## config.mk

```make
export PLATFORM = sky130hd
export DESIGN_NAME = csv_line_tokenizer
export DESIGN_NICKNAME = d
export VERILOG_FILES = /design/src/hdl/csvtok_pkg.sv /design/src/hdl/csv_line_tokenizer.sv
export SDC_FILE = /design/constraint.sdc
export NUM_CORES = 1
export LEC_CHECK = 0
export BUFFER_PORTS_ARGS = -buffer_cell sky130_fd_sc_hd__buf_2
export CORE_MARGIN = 10
export CORE_UTILIZATION = 61
export DETAILED_ROUTE_END_ITERATION = 8
export PLACE_DENSITY = 0.79
export RECOVER_POWER = 50
export SLEW_MARGIN = 10
export SYNTH_ARGS = -nofsm -noshare
export SYNTH_HDL_FRONTEND = slang
export SYNTH_SLANG_ARGS = --single-unit
```

## constraint.sdc

```tcl
create_clock -name clk -period 16 [get_ports clk]
set_clock_uncertainty 0.1 [all_clocks]
set_input_delay 1.6 -clock clk [delete_from_list [all_inputs] [get_ports clk]]
set_output_delay 1.6 -clock clk [all_outputs]
set_load 0.03 [all_outputs]
```

## src/hdl/csvtok_pkg.sv

```systemverilog
// csvtok_pkg: shared constants, codes and the result record of the csv line tokenizer
// depends on nothing; used by hdl/csv_line_tokenizer.sv
`timescale 1ns / 1ps
`default_nettype none

package csvtok_pkg;

	// most fields extracted per line, caps the configured limit
	localparam logic [4:0] MAX_FIELDS = 5'd16;
	// fields at or past this index are always string columns
	localparam int MASK_W = 16;

	localparam logic [7:0] NEWLINE_BYTE = 8'h0a;
	localparam logic [7:0] PLUS_BYTE    = 8'h2b;
	localparam logic [7:0] MINUS_BYTE   = 8'h2d;
	localparam logic [7:0] ZERO_BYTE    = 8'h30;
	localparam logic [7:0] NINE_BYTE    = 8'h39;
	localparam logic [7:0] SPACE_BYTE   = 8'h20;
	localparam logic [7:0] TAB_BYTE     = 8'h09;
	localparam logic [7:0] CR_BYTE      = 8'h0d;

	localparam logic [7:0]  SEPARATOR_RESET = 8'd59;
	localparam logic [15:0] INT_MASK_RESET  = 16'h0000;
	localparam logic [4:0]  LIMIT_RESET     = 5'd16;

	// magnitude ceiling of the integer parser and the positive clamp
	localparam logic [31:0] MAG_LIMIT = 32'h8000_0000;
	localparam logic [31:0] INT_MAX   = 32'h7fff_ffff;

	// result queue, depth a power of two so the pointers wrap
	localparam int MAX_RES   = 3;
	localparam int RES_IDX_W = $clog2(MAX_RES);
	localparam int RES_CNT_W = $clog2(MAX_RES + 1);
	localparam int QDEPTH    = 4;
	localparam int QPTR_W    = $clog2(QDEPTH);
	localparam int QCNT_W    = $clog2(QDEPTH + 1);

	localparam int CFG_IDX_W  = 2;
	localparam int CFG_DATA_W = 16;

	typedef enum logic [CFG_IDX_W-1:0] {
		CFG_SEPARATOR   = 2'd0,
		CFG_INT_MASK    = 2'd1,
		CFG_FIELD_LIMIT = 2'd2
	} cfg_idx_t;

	typedef enum logic [1:0] {
		KIND_CHAR = 2'd0,
		KIND_INT  = 2'd1,
		KIND_STR  = 2'd2,
		KIND_LINE = 2'd3
	} kind_t;

	typedef enum logic [1:0] {
		PH_LEAD   = 2'd0,
		PH_DIGITS = 2'd1,
		PH_STOP   = 2'd2
	} phase_t;

	typedef struct packed {
		kind_t              kind;
		logic [3:0]         field_index;
		logic [7:0]         char_out;
		logic signed [31:0] int_value;
		logic [4:0]         field_count;
		logic               run_last;
	} res_t;

endpackage

`default_nettype wire

```

## src/hdl/csv_line_tokenizer.sv

```systemverilog
// csv_line_tokenizer: splits a byte stream into lines and fields, parses integer columns
// depends on hdl/csvtok_pkg.sv
`timescale 1ns / 1ps
`default_nettype none

// channel   direction  handshake              payload
// in        to block   in_valid / in_stall    data_byte, buffer_end
// out       from block out_valid / out_stall  kind, field_index, char_out, int_value,
//                                             field_count, run_last
// cfg       to block   cfg_we                 cfg_index, cfg_data
//
// a byte is registered in stage s1, then decoded against the line state in one pass
// that yields up to three results, which drop into a four-entry result queue
// one byte per cycle while each byte gives at most one result and out_stall is low; the
// queue drains one result per cycle while out_stall is low, so a byte with two or three
// results is absorbed until the four queue entries are taken up
// the first result of a request passes stage s1 and the result queue before it is offered
// reset puts the registers at their defaults, clears the line state and empties the queue
// out_stall only fills the queue; the input stalls once the queued results leave no room

module csv_line_tokenizer (
	input  wire logic                             clk,
	input  wire logic                             arst_n,
	// input requests
	input  wire logic                             in_valid,
	output logic                                  in_stall,
	input  wire logic [7:0]                       data_byte,
	input  wire logic                             buffer_end,
	// result requests
	output logic                                  out_valid,
	input  wire logic                             out_stall,
	output logic [1:0]                            kind,
	output logic [3:0]                            field_index,
	output logic [7:0]                            char_out,
	output logic signed [31:0]                    int_value,
	output logic [4:0]                            field_count,
	output logic                                  run_last,
	// configuration writes
	input  wire logic                             cfg_we,
	input  wire logic [csvtok_pkg::CFG_IDX_W-1:0] cfg_index,
	input  wire logic [csvtok_pkg::CFG_DATA_W-1:0] cfg_data
);

	// configuration registers
	logic [7:0]  separator_q;
	logic [15:0] int_mask_q;
	logic [4:0]  field_limit_q;

	// input stage
	logic       valid_s1;
	logic [7:0] byte_s1;
	logic       last_s1;

	// line and field state
	logic               [4:0]  fn_q;
	logic                      fhb_q;
	csvtok_pkg::phase_t        ph_q;
	logic                      neg_q;
	logic               [31:0] acc_q;

	// result queue
	csvtok_pkg::res_t                    q_mem [csvtok_pkg::QDEPTH];
	logic [csvtok_pkg::QPTR_W-1:0]       rd_ptr_q;
	logic [csvtok_pkg::QPTR_W-1:0]       wr_ptr_q;
	logic [csvtok_pkg::QCNT_W-1:0]       cnt_q;
	csvtok_pkg::res_t                    head;

	// decode signals
	logic [4:0]         eff_lim;
	logic               is_nl;
	logic               is_sep;
	logic               line_end;
	logic               is_digit;
	logic               is_ws;
	logic [35:0]        prod;
	logic [31:0]        acc_dig;
	csvtok_pkg::phase_t ph_p;
	logic               neg_p;
	logic [31:0]        acc_p;
	logic [4:0]         fn_m;
	logic               fhb_m;
	csvtok_pkg::phase_t ph_m;
	logic               neg_m;
	logic [31:0]        acc_m;
	logic [4:0]         fn_l;
	logic [4:0]         fn_n;
	logic               fhb_n;
	csvtok_pkg::phase_t ph_n;
	logic               neg_n;
	logic [31:0]        acc_n;

	csvtok_pkg::res_t                 res   [csvtok_pkg::MAX_RES];
	logic [csvtok_pkg::MAX_RES-1:0]   res_v;
	csvtok_pkg::res_t                 cmp   [csvtok_pkg::MAX_RES];
	logic [csvtok_pkg::RES_CNT_W-1:0] nres;

	// handshake and queue control
	logic                              pop;
	logic                              advance;
	logic                              accept;
	logic [csvtok_pkg::QCNT_W:0]       cnt_after;
	logic [csvtok_pkg::RES_CNT_W-1:0]  push_n;

	// integer column test, fields past the mask are strings
	function automatic logic int_col(input logic [4:0] k, input logic [15:0] mask);
		logic r;
		r = (k < 5'(csvtok_pkg::MASK_W)) && mask[k[3:0]];
		return r;
	endfunction

	// result that closes field k with the given parser state
	function automatic csvtok_pkg::res_t close_res(input logic [4:0] k, input logic [15:0] mask,
			input logic neg, input logic [31:0] acc);
		csvtok_pkg::res_t r;
		r = '0;
		r.field_index = k[3:0];
		if (int_col(k, mask)) begin
			r.kind = csvtok_pkg::KIND_INT;
			if (neg) begin
				r.int_value = 32'd0 - acc;
			end else if (acc >= csvtok_pkg::MAG_LIMIT) begin
				r.int_value = csvtok_pkg::INT_MAX;
			end else begin
				r.int_value = acc;
			end
		end else begin
			r.kind = csvtok_pkg::KIND_STR;
		end
		return r;
	endfunction

	// configuration
	always_ff @(posedge clk or negedge arst_n) begin
		if (!arst_n) begin
			separator_q   <= csvtok_pkg::SEPARATOR_RESET;
			int_mask_q    <= csvtok_pkg::INT_MASK_RESET;
			field_limit_q <= csvtok_pkg::LIMIT_RESET;
		end else if (cfg_we) begin
			unique case (cfg_index)
				csvtok_pkg::CFG_SEPARATOR:   separator_q   <= cfg_data[7:0];
				csvtok_pkg::CFG_INT_MASK:    int_mask_q    <= cfg_data[15:0];
				csvtok_pkg::CFG_FIELD_LIMIT: field_limit_q <= cfg_data[4:0];
				default: ;
			endcase
		end
	end

	// one pass over the byte in s1: field split, integer parse, line end
	always_comb begin
		eff_lim  = (field_limit_q > csvtok_pkg::MAX_FIELDS) ? csvtok_pkg::MAX_FIELDS
			: field_limit_q;
		is_nl    = byte_s1 == csvtok_pkg::NEWLINE_BYTE;
		is_sep   = byte_s1 == separator_q;
		line_end = is_nl || last_s1;
		is_digit = (byte_s1 >= csvtok_pkg::ZERO_BYTE) && (byte_s1 <= csvtok_pkg::NINE_BYTE);
		is_ws    = (byte_s1 == csvtok_pkg::SPACE_BYTE)
			|| ((byte_s1 >= csvtok_pkg::TAB_BYTE) && (byte_s1 <= csvtok_pkg::CR_BYTE));

		// acc * 10 + digit, clamped at 2^31
		prod = ({4'b0, acc_q} << 3) + ({4'b0, acc_q} << 1)
			+ 36'(byte_s1[3:0]);
		acc_dig = (prod > 36'(csvtok_pkg::MAG_LIMIT)) ? csvtok_pkg::MAG_LIMIT : prod[31:0];

		ph_p  = ph_q;
		neg_p = neg_q;
		acc_p = acc_q;
		if (ph_q == csvtok_pkg::PH_LEAD && is_ws) begin
			ph_p = ph_q;
		end else if (ph_q == csvtok_pkg::PH_LEAD && byte_s1 == csvtok_pkg::PLUS_BYTE) begin
			ph_p = csvtok_pkg::PH_DIGITS;
		end else if (ph_q == csvtok_pkg::PH_LEAD && byte_s1 == csvtok_pkg::MINUS_BYTE) begin
			ph_p  = csvtok_pkg::PH_DIGITS;
			neg_p = 1'b1;
		end else if (ph_q != csvtok_pkg::PH_STOP && is_digit) begin
			ph_p  = csvtok_pkg::PH_DIGITS;
			acc_p = acc_dig;
		end else begin
			ph_p = csvtok_pkg::PH_STOP;
		end

		for (int i = 0; i < csvtok_pkg::MAX_RES; i++) begin
			res[i] = '0;
		end
		res_v = '0;

		fn_m  = fn_q;
		fhb_m = fhb_q;
		ph_m  = ph_q;
		neg_m = neg_q;
		acc_m = acc_q;
		if (!is_nl) begin
			if (is_sep) begin
				if (fn_q < eff_lim) begin
					res[0]   = close_res(fn_q, int_mask_q, neg_q, acc_q);
					res_v[0] = 1'b1;
					fn_m     = fn_q + 5'd1;
					fhb_m    = 1'b0;
					ph_m     = csvtok_pkg::PH_LEAD;
					neg_m    = 1'b0;
					acc_m    = '0;
				end
			end else if (fn_q < eff_lim) begin
				fhb_m = 1'b1;
				if (int_col(fn_q, int_mask_q)) begin
					ph_m  = ph_p;
					neg_m = neg_p;
					acc_m = acc_p;
				end else begin
					res[0].kind        = csvtok_pkg::KIND_CHAR;
					res[0].field_index = fn_q[3:0];
					res[0].char_out    = byte_s1;
					res_v[0]           = 1'b1;
				end
			end
		end

		// line end: close a nonempty last field, then report the count
		fn_l = fn_m;
		if (line_end) begin
			if (fhb_m && fn_m < eff_lim) begin
				res[1]   = close_res(fn_m, int_mask_q, neg_m, acc_m);
				res_v[1] = 1'b1;
				fn_l     = fn_m + 5'd1;
			end
			res[2].kind        = csvtok_pkg::KIND_LINE;
			res[2].field_count = fn_l;
			res_v[2]           = 1'b1;
			fn_n  = '0;
			fhb_n = 1'b0;
			ph_n  = csvtok_pkg::PH_LEAD;
			neg_n = 1'b0;
			acc_n = '0;
		end else begin
			fn_n  = fn_m;
			fhb_n = fhb_m;
			ph_n  = ph_m;
			neg_n = neg_m;
			acc_n = acc_m;
		end

		// mark the last result of the byte
		for (int i = 0; i < csvtok_pkg::MAX_RES; i++) begin
			res[i].run_last = res_v[i] && ((res_v >> (i + 1)) == '0);
		end

		// pack valid results to the front
		for (int i = 0; i < csvtok_pkg::MAX_RES; i++) begin
			cmp[i] = '0;
		end
		nres = '0;
		for (int i = 0; i < csvtok_pkg::MAX_RES; i++) begin
			if (res_v[i]) begin
				cmp[nres[csvtok_pkg::RES_IDX_W-1:0]] = res[i];
				nres = nres + 1'b1;
			end
		end
	end

	// queue room: what remains after this cycle's pop must take every result of the byte
	assign pop       = out_valid && !out_stall;
	assign cnt_after = {1'b0, cnt_q} - (csvtok_pkg::QCNT_W + 1)'(pop)
		+ (csvtok_pkg::QCNT_W + 1)'(nres);
	assign advance   = valid_s1 && (cnt_after <= (csvtok_pkg::QCNT_W + 1)'(csvtok_pkg::QDEPTH));
	assign push_n    = advance ? nres : '0;
	assign in_stall  = valid_s1 && !advance;
	assign accept    = in_valid && !in_stall;

	// input stage
	always_ff @(posedge clk or negedge arst_n) begin
		if (!arst_n) begin
			valid_s1 <= 1'b0;
		end else if (accept) begin
			valid_s1 <= 1'b1;
		end else if (advance) begin
			valid_s1 <= 1'b0;
		end
	end

	always_ff @(posedge clk) begin
		if (accept) begin
			byte_s1 <= data_byte;
			last_s1 <= buffer_end;
		end
	end

	// line state
	always_ff @(posedge clk or negedge arst_n) begin
		if (!arst_n) begin
			fn_q  <= '0;
			fhb_q <= 1'b0;
			ph_q  <= csvtok_pkg::PH_LEAD;
			neg_q <= 1'b0;
			acc_q <= '0;
		end else if (advance) begin
			fn_q  <= fn_n;
			fhb_q <= fhb_n;
			ph_q  <= ph_n;
			neg_q <= neg_n;
			acc_q <= acc_n;
		end
	end

	// result queue pointers
	always_ff @(posedge clk or negedge arst_n) begin
		if (!arst_n) begin
			rd_ptr_q <= '0;
			wr_ptr_q <= '0;
			cnt_q    <= '0;
		end else begin
			rd_ptr_q <= rd_ptr_q + csvtok_pkg::QPTR_W'(pop);
			wr_ptr_q <= wr_ptr_q + csvtok_pkg::QPTR_W'(push_n);
			cnt_q    <= cnt_q - csvtok_pkg::QCNT_W'(pop) + csvtok_pkg::QCNT_W'(push_n);
		end
	end

	// entry e takes packed result (e - wr_ptr)
	always_ff @(posedge clk) begin
		for (int e = 0; e < csvtok_pkg::QDEPTH; e++) begin
			if (csvtok_pkg::QPTR_W'(csvtok_pkg::QPTR_W'(e) - wr_ptr_q)
					< csvtok_pkg::QPTR_W'(push_n)) begin
				q_mem[e] <= cmp[csvtok_pkg::RES_IDX_W'(
					csvtok_pkg::QPTR_W'(csvtok_pkg::QPTR_W'(e) - wr_ptr_q))];
			end
		end
	end

	assign head        = q_mem[rd_ptr_q];
	assign out_valid   = cnt_q != '0;
	assign kind        = head.kind;
	assign field_index = head.field_index;
	assign char_out    = head.char_out;
	assign int_value   = head.int_value;
	assign field_count = head.field_count;
	assign run_last    = head.run_last;

`ifndef NO_ASSERTIONS
	a_queue_bound: assert property (@(posedge clk) disable iff (!arst_n)
		cnt_q <= csvtok_pkg::QCNT_W'(csvtok_pkg::QDEPTH))
		else $error("result queue over capacity");

	a_field_bound: assert property (@(posedge clk) disable iff (!arst_n)
		fn_q <= csvtok_pkg::MAX_FIELDS)
		else $error("field number past the field cap");

	a_line_restart: assert property (@(posedge clk) disable iff (!arst_n)
		advance && line_end |=> fn_q == '0 && !fhb_q)
		else $error("line state not cleared at line end");

	a_line_result: assert property (@(posedge clk) disable iff (!arst_n)
		advance && line_end |-> res_v[csvtok_pkg::MAX_RES-1] && nres != '0)
		else $error("line end without a line done result");

	a_stall_holds: assert property (@(posedge clk) disable iff (!arst_n)
		in_stall |=> valid_s1 && $stable(byte_s1) && $stable(last_s1))
		else $error("stalled byte lost from stage s1");
`endif

endmodule

`default_nettype wire
```

# After elaboration in Yosys (flattened, before gate mapping)
# Memory sizes are Yosys's and may differ from the RTL's.
# Index checks and enable logic that the tools add are counted.
[op_classes]
add_sub_neg = 18
n_lt_le_gt_ge = 27
n_eq_ne = 10
n_mux = 104
bitwise_logic = 6
n_reduce_logical = 34
[op_table]
columns = ["op", "n"]
rows = [
  ["$mux 52", 14],
  ["$mux 32", 17],
  ["$bmux 52 s2", 4],
  ["$bwmux 156", 2],
  ["$mux 156", 2],
  ["$demux 52 s2", 2],
  ["$ge 32x32->1 const B", 2],
  ["$sub 1x32->32 const A", 2],
  ["$mux 54", 1],
  ["$mux 38", 1],
  ["$add 35x33->36", 1],
  ["$add 36x4->36", 1],
  ["$gt 36x32->1 const B", 1],
  ["$mux 5", 7],
  ["$mux 1", 33],
  ["$mux 2", 16],
  ["$eq 8x6->1 const B", 3],
  ["$mux 12", 2],
  ["$ge 3x3->1 const B", 6],
  ["$not 2->3", 6],
  ["$logic_and 1x1->1", 17],
  ["$mux 14", 1],
  ["$add 5x1->5 const B", 2],
  ["$lt 4x5->1 const B", 2],
  ["35 further kinds", 54],
]
[word_totals]
regBits = 87
ram_bits = 208
input_bits = 32
out_inout_bits = 54
wordCells = 214
n_memories = 1
[mem_list]
columns = ["memory", "words", "width", "rd", "rd_ports_with_merged_regs", "wr", "line", "rtl"]
rows = [
  ["q_mem", 4, 52, 1, 0, 4, "csv_line_tokenizer.sv:62", "csvtok_pkg::res_t q_mem [csvtok_pkg::QDEPTH];"],
]

# Longest topological paths before layout
# Gate-level depths: netlist of run 1.
[depth]
ltp_word = 25
mapped_depth = 39
depth_no_buf = 36

# Worst setup path before layout of run 1
# Ideal clock, no wire load.
[synth_timing]
kind = "reg-to-reg"
start = "register field_limit_q[4]"
end = "memory q_mem[2][0] (netlist name), enable pin"
arrival_ns = 9.427
path_slack_ns = 5.993
path_stages_with_launch = 37
path_buffers = 3
period_less_slack_ns = 10.007
path_cell_list = "dfstp_2 inv_1 nand2_1 ha_1 or4b_1 a21oi_1 o21ai_1 inv_2 nand2_1 nor2_4 mux2i_1 inv_2 buf_4 ha_1 o31a_1 o21ai_0 a21oi_1 nor4_1 inv_1 ha_1 nand2_1 clkbuf_1 o21ai_0 ha_1 inv_1 ha_1 a21o_1 a21oi_1 xnor2_1 nand2_1 or2_2 clkbuf_1 or2_2 inv_1 ha_1 inv_1 a21oi_1"
[synth_lines]
columns = ["item", "line", "rtl"]
rows = [
  ["start, declared", "csv_line_tokenizer.sv:47", "logic [4:0] field_limit_q;"],
  ["start signal, assigned", "csv_line_tokenizer.sv:137", "field_limit_q <= csvtok_pkg::LIMIT_RESET;"],
  ["start signal, assigned", "csv_line_tokenizer.sv:142", "csvtok_pkg::CFG_FIELD_LIMIT: field_limit_q <= cfg_data[4:0];"],
  ["end, declared", "csv_line_tokenizer.sv:62", ""],
]

==> qor.yml, run 1 <==
run:
  cap_viol_max_count: 6
yosys:
  synth_top_area_cell: "edfxtp_1"
  synth.most_common_cell: "nor2_1"
  syn_inst: 1865
  syn_avg_cell_area_sq_um: 10.2
  synth.net_count: 1997
  synth_cell_types: 92
  synth_flop_cell: "edfxtp_1"
  synth-seq-cells: 295
  yosys-top-cells-count: "nor2_1, edfxtp_1, nand2_1, o21ai_0, a21oi_1"
  synth_edf_count: 217
  synth_top_area_share_pct: 34.2
  synth_async_sr_flop_share_pct: 26.4
  yosysWarnings: 0
  ys_top_cells_by_area: "edfxtp_1, dfrtp_1, mux4_2, ha_1, nor2_1"
  syn_area_sq_um: 19000
  ys_seq_area_share_pct: 44.5
timing:
  fmax_ghz: 0.0980
  timing.final.crit_period_ps: 10200
  setup_viol: 0
  max_slew.worst_pin.slew_ps: 4450
  rsz0062_at_grt: "false"
  setup-tns-final_ps: 0
  slew_violations: 223
  hold_violations: 0
  finalCritPeriodShare_pct: 63.8
  slew_headroom_pct: -196
cts:
  post_cts_buffers: 0
  cts.sinks: 295
  clock_path_buffers: 3
  insertion_delay_ps: 570
  ctsHoldBuffers: 0
  cts_tree: "built"
  cts_made_buffers: 30
  htree_levels: 1
  cts-root-buf: "clkbuf_16"
  clkTransAtPathRegs_ps: 60
  cts_resized: 0
floorplanning:
  ios: 86
  fp.dieH_um: 197
  initial_core_util_pct: 62.1
  fp-row-count: 64
  die_w_um: 197
  core_area_sq_um: 30700
  die_area_sq_um: 38700
route:
  routed-via-count: 15977
  drc_errors: 0
  vias_per_cell: 6.87
  wirelength_mm: 55.5
  postRouteAntennaNets: 0
  routedWlPerCell_um: 23.8
  dr.pass1.iters: 6
  drt_iter0_drc: 1715
cells_and_area:
  multi_input_area_sq_um: 10000
  antenna_cells: 0
  fill_cells: 2368
  area_growth_pct: 8.64
  nets: 2039
  drive_gt1_share_pct: 11.3
  seq_area_sq_um: 8480
  fin_util_pct: 67.5
global_route:
  grt_pass1_vias: 15202
  grtUsageTotal_pct: 27.8
  antenna_found_initial: 0
  grt_max_degree: 55
  grt_first_pass_wirelength_mm: 86.6
  grt.overflow.total: 0
critical_path:
  path_max_fanout: 52
  crit_slowest_cell: "nor2_1"
  cpPeakStageDelay_ps: 630
  regToRegSetupSlack_ps: 5800
  crit_top_cell: "ha_1"
  start_kind: "flip-flop"
  crit_arrival_ps: 10280
  cp.required_ps: 16080
  cp-end-kind: "flip-flop"
  crit_type: "flip-flop to flip-flop"
status:
  violations: "max-capacitance violations, max-slew violations"
  status: "finished with violations"
power_and_ir_drop:
  leakagePower_uw: 0.00791
  power_density_nw_per_um2: 238
  vdd_drop_max_uv: 342
min_path:
  min_path_type: "flip-flop to flip-flop"
placement:
  place_congestion: 1.04
  dp_hpwl_mm: 40.6
  port_buffers: 85
-- logic make-up (layout without fill, tap and decap cells) --
| group | count (synthesis) | count (layout) | share of synthesized area, % |
|---|---|---|---|
| compound gates | 458 | 458 | 15.8 |
| simple gates | 707 | 707 | 17.9 |
| xor+xnor | 53 | 53 | 2.44 |
| flops | 295 | 295 | 44.5 |
| fa+ha+maj | 100 | 100 | 6.73 |
| buf+inv | 147 | 213 | 3.03 |
| mux | 105 | 105 | 9.54 |
-- placed cells by master (no fill, tap or decap), drive strengths merged, types with 28 or more instances in the layout --
cell type,instances
nor2,256
edfxtp,217
nand2,151
o21ai,110
a21oi,101
ha,96
clkbuf,94
dfrtp,72
nor3,67
mux4,58
inv,53
buf,45
and2,43
nand3,40
mux2,32
a31oi,28
-- registers in the layout, summed over array words and instances (netlist names) --
signal / count
separator_q: 8
fn_q: 5
neg_q: 1
last_s1: 1
fhb_q: 1
cnt_q: 3
q_mem: 208
ph_q: 2
int_mask_q: 16
valid_s1: 1
byte_s1: 8
field_limit_q: 5
acc_q: 32
rd_ptr_q: 2
wr_ptr_q: 2
-- area by class of cell --
type	instances	share of cell area [%]
repair buffers	106	2.38
clock buffers	33	3.68
inverters	51	0.925
flip-flops and latches	295	41.0
clock inverters	23	1.21
well taps	396	2.39
multi-input cells	1423	48.4
-- worst paths after layout --
check | start | to | cells after the start
max in group asynchronous | arst_n | rd_ptr_q[0] | 2
hold reg to reg | field_limit_q[1] | field_limit_q[1] | 1
hold / removal | field_limit_q[1] | field_limit_q[1] | 1
setup reg to reg | field_limit_q[4] | q_mem[1][26] | 34
setup / recovery | field_limit_q[4] | q_mem[1][26] | 34
min in group asynchronous | arst_n | acc_q[9] | 1
-- power breakdown --
part           leakage [uW]  total, uW  internal, uW  switching, uW
Combinational       0.00430       2620           761           1860
Sequential          0.00312       1590          1420            164
Clock              0.000487        714           411            302
-- critical path: cells and delay by family (launching register included) --
kind                       cells  cell delay [ps]
AOI/OAI and AO/OA              8             1580
xor gates and xnor gates       1              140
DFF                            1              400
adders and majority gates      6             1910
muxes                          1              410
and+or+nand+nor               11             3310
buffers and inverters          7             1850
-- metrics by stage --
step	power, uW	instance area (sq um)	hold slack (ps)	worst slack (ps)	std cells
2_1_floorplan	3460	19000	365	5990	1865
3_3_place_gp	4140	19800	396	7380	2271
3_5_place_dp	4210	19800	411	6960	2271
4_1_cts	4930	20800	426	6890	2327
5_1_grt	5180	20700	446	4900	2327
6_report	4920	20700	423	5800	2327
-- metal layers --
layer / global-route usage [%] / up-vias / routed length (um)
met1: 40.5 / 7773 / 23700
met2: 42.5 / 892 / 24800
met4: 8.48 / 0 / 1760
met3: 4.04 / 124 / 5210
met5: 0 / - / 0
li1: - / 7188 / -
Note: power is estimated with default switching activity, not from simulation.
==> run 2, diff against run 1 <==
Settings changed: ABC_AREA from default to 1, CORE_UTILIZATION 61 to 57, PLACE_DENSITY 0.79 to 0.77.
Clock period 16 ns to 9.22 ns, I/O delays scaled along.
==> run 2 against run 1 <==
Effect of this change:
- synthesized cell count up 47%
- count of clock-buffer cells in the layout up 5
- first-iteration DRC count up 25%
- routed wire length up 14%
- hold slack worse by 34 ps
- critical endpoint is now q_mem[1][19]
- the flow still finishes with violations (max-capacitance violations, max-slew violations)
- final cell count up 40%
- global-route usage about the same
==> qor.yml, run 2 <==
cts:
  cts_tree: "built"
  cts.sinks: 295  # unchanged
  post_cts_buffers: 0  # unchanged
  ctsHoldBuffers: 0  # unchanged
  cts_resized: 0  # unchanged
  clock_path_buffers: 3  # unchanged
  cts-root-buf: "clkbuf_16"
  insertion_delay_ps: 600  # +30 ps
  htree_levels: 1  # unchanged
  clkTransAtPathRegs_ps: 60  # about the same
  cts_made_buffers: 31  # +3.3%
yosys:
  yosys-top-cells-count: "nand2_1, nor2_1, inv_1, o21ai_0, edfxtp_1"
  syn_avg_cell_area_sq_um: 7.56  # -26%
  synth_flop_cell: "edfxtp_1"
  synth_cell_types: 63  # -32%
  synth_top_area_cell: "edfxtp_1"
  ys_top_cells_by_area: "edfxtp_1, nand2_1, dfrtp_1, nor2_1, ha_1"
  yosysWarnings: 0  # unchanged
  synth_async_sr_flop_share_pct: 26.4  # unchanged
  ys_seq_area_share_pct: 40.8  # -3.7 points
  synth_edf_count: 217  # unchanged
  syn_inst: 2748  # +47%
  syn_area_sq_um: 20800  # +9.1%
  synth.net_count: 2880  # +44%
  synth.most_common_cell: "nand2_1"
  synth-seq-cells: 295  # unchanged
  synth_top_area_share_pct: 31.4  # -2.8 points
critical_path:
  start_kind: "flip-flop"
  path_max_fanout: 21  # -60%
  crit_type: "flip-flop to flip-flop"
  cp-startpoint: "byte_s1[0]"
  crit_top_cell: "inv_1"
  crit_arrival_ps: 8180  # -2100 ps
  reg2reg_from: "byte_s1[0]"
  cp-end-kind: "flip-flop"
  crit_slowest_cell: "edfxtp_1"
  cp.required_ps: 9380  # -6700 ps
  cpPeakStageDelay_ps: 530  # -100 ps
route:
  routedWlPerCell_um: 19.4  # -19%
  postRouteAntennaNets: 0  # unchanged
  drc_errors: 0  # unchanged
  routed-via-count: 19372  # +21%
  vias_per_cell: 5.95  # -13%
  wirelength_mm: 63.1  # +14%
  drt_iter0_drc: 2148  # +25%
  dr.pass1.iters: 8  # +2
floorplanning:
  core_area_sq_um: 35700  # +17%
  fp-row-count: 69  # +7.8%
  die_area_sq_um: 44500  # +15%
  initial_core_util_pct: 58.1  # -4.0 points
  ios: 86  # unchanged
  fp.dieH_um: 211  # +7.2%
  die_w_um: 211  # +7.2%
placement:
  port_buffers: 85  # unchanged
  place_congestion: 0.968  # -7.2%
  dp_hpwl_mm: 45.6  # +12%
cells_and_area:
  most-common-layout-cells: "nand2_1, nor2_1, inv_1, o21ai_0, edfxtp_1"
  largest_reg_flops: 208  # unchanged
  largestRegisters: "q_mem (208), acc_q (32), int_mask_q (16)"
  fill_cells: 3320  # +40%
  largest-register: "q_mem"
  nets: 2903  # +42%
  mostFrequentLayoutCell: "nand2_1"
  drive_gt1_share_pct: 8.26  # -3.1 points
  area_growth_pct: 7.45
  antenna_cells: 0  # unchanged
timing:
  timing.final.crit_period_ps: 8030  # -2170 ps
  setup_viol: 0  # unchanged
  slew_violations: 235  # +5.4%
  max_slew.worst_pin.slew_ps: 4650  # +207 ps
  rsz0062_at_grt: "false"
  setup-tns-final_ps: 0  # unchanged
  slew_headroom_pct: -210  # -14 points
  hold_violations: 0  # unchanged
  finalCritPeriodShare_pct: 87.0  # +23 points
  fmax_ghz: 0.125  # +27%
min_path:
  min_path_type: "flip-flop to flip-flop"
  hold_path.startpoint: "int_mask_q[0]"
global_route:
  grtUsageTotal_pct: 27.8  # about the same
  grt.overflow.total: 0  # unchanged
  grt_pass1_vias: 18422  # +21%
  grt_max_degree: 79  # +44%
  antenna_found_initial: 1  # +1
  grt_first_pass_wirelength_mm: 99.4  # +15%
run:
  cap_viol_max_count: 4  # -2
status:
  status: "finished with violations"
  violations: "max-capacitance violations, max-slew violations"
run 2: changes by cell type after synthesis, moves of 24 or more:
cell,delta
a21oi_1,+30
and2_1,-40
inv_1,+217
mux2_2,-27
mux4_2,-58
nand2_1,+432
nand3_1,+123
nor2_1,+180
o21ai_0,+122
o21ai_1,+24
o22ai_1,+63
run 2: cells by family (layout without fill, tap and decap cells):
logic type / count (synthesis) / after routing / share of synthesized area, %
simple gates: 1385 / 1385 / 29.6
compound gates: 539 / 539 / 14.5
buf+inv: 405 / 453 / 7.78
flops: 295 / 295 / 40.8
fa+ha+maj: 100 / 100 / 6.17
xor+xnor: 19 / 19 / 0.873
mux: 5 / 5 / 0.271
run 2: worst paths after layout:
path | endpoint | slack, ps | depth (start not counted)
max | q_mem[1][19] | 1190 | 33
min | int_mask_q[0] | 390 | 2
max reg2reg | q_mem[1][19] | 1190 | 33
min reg2reg | int_mask_q[0] | 390 | 2
max in group asynchronous | rd_ptr_q[0] | 4200 | 1
min in group asynchronous | rd_ptr_q[1] | 1890 | 1
run 2: cell type report:
class                           count  area, sq um  share of cell area [%]
Sequential cell                   295         8480                    38.0
Timing Repair Buffer              107          509                    2.28
Clock inverter                     20          194                   0.869
Tap cell                          461          577                    2.58
Inverter                          288         1090                    4.87
Multi-Input combinational cell   2048        10600                    47.6
Clock buffer                       38          842                    3.77
run 2: worst max-delay path, delay by kind of cell (launching register included):
| kind | cells | cell delay (ps) |
|---|---|---|
| buffers and inverters | 7 | 1110 |
| AO/OA/AOI/OAI | 3 | 610 |
| XOR/XNOR | 1 | 370 |
| adder cells (fa/ha/maj) | 6 | 1920 |
| flip-flops | 1 | 530 |
| AND/OR/NAND/NOR | 16 | 3010 |
run 2: metal layers:
layer	vias to the layer above	part of all wire, %	GRT usage [%]
met1	9026	42	37.8
li1	9336	-	-
met3	110	9.3	4.82
met5	-	0	0
met2	900	46	44.7
met4	0	2.7	8.02
run 2: metrics by stage:
stage | util, % | instance area (sq um) | instances | hold WS, ps | setup slack (ps)
floorplan | - | 20800 | 2748 | 353 | 393
global placement | 60.0 | 21500 | 3199 | 368 | 1790
detailed placement | 60.0 | 21500 | 3199 | 374 | 1450
CTS | 62.9 | 22500 | 3257 | 383 | 1400
global route | 62.4 | 22300 | 3257 | 392 | 574
finish | 62.4 | 22300 | 3257 | 388 | 1190
Power of run 2 is left out: the tool's default activity adds up to more than one toggle a clock period on the data nets, which glitch-free logic cannot reach.
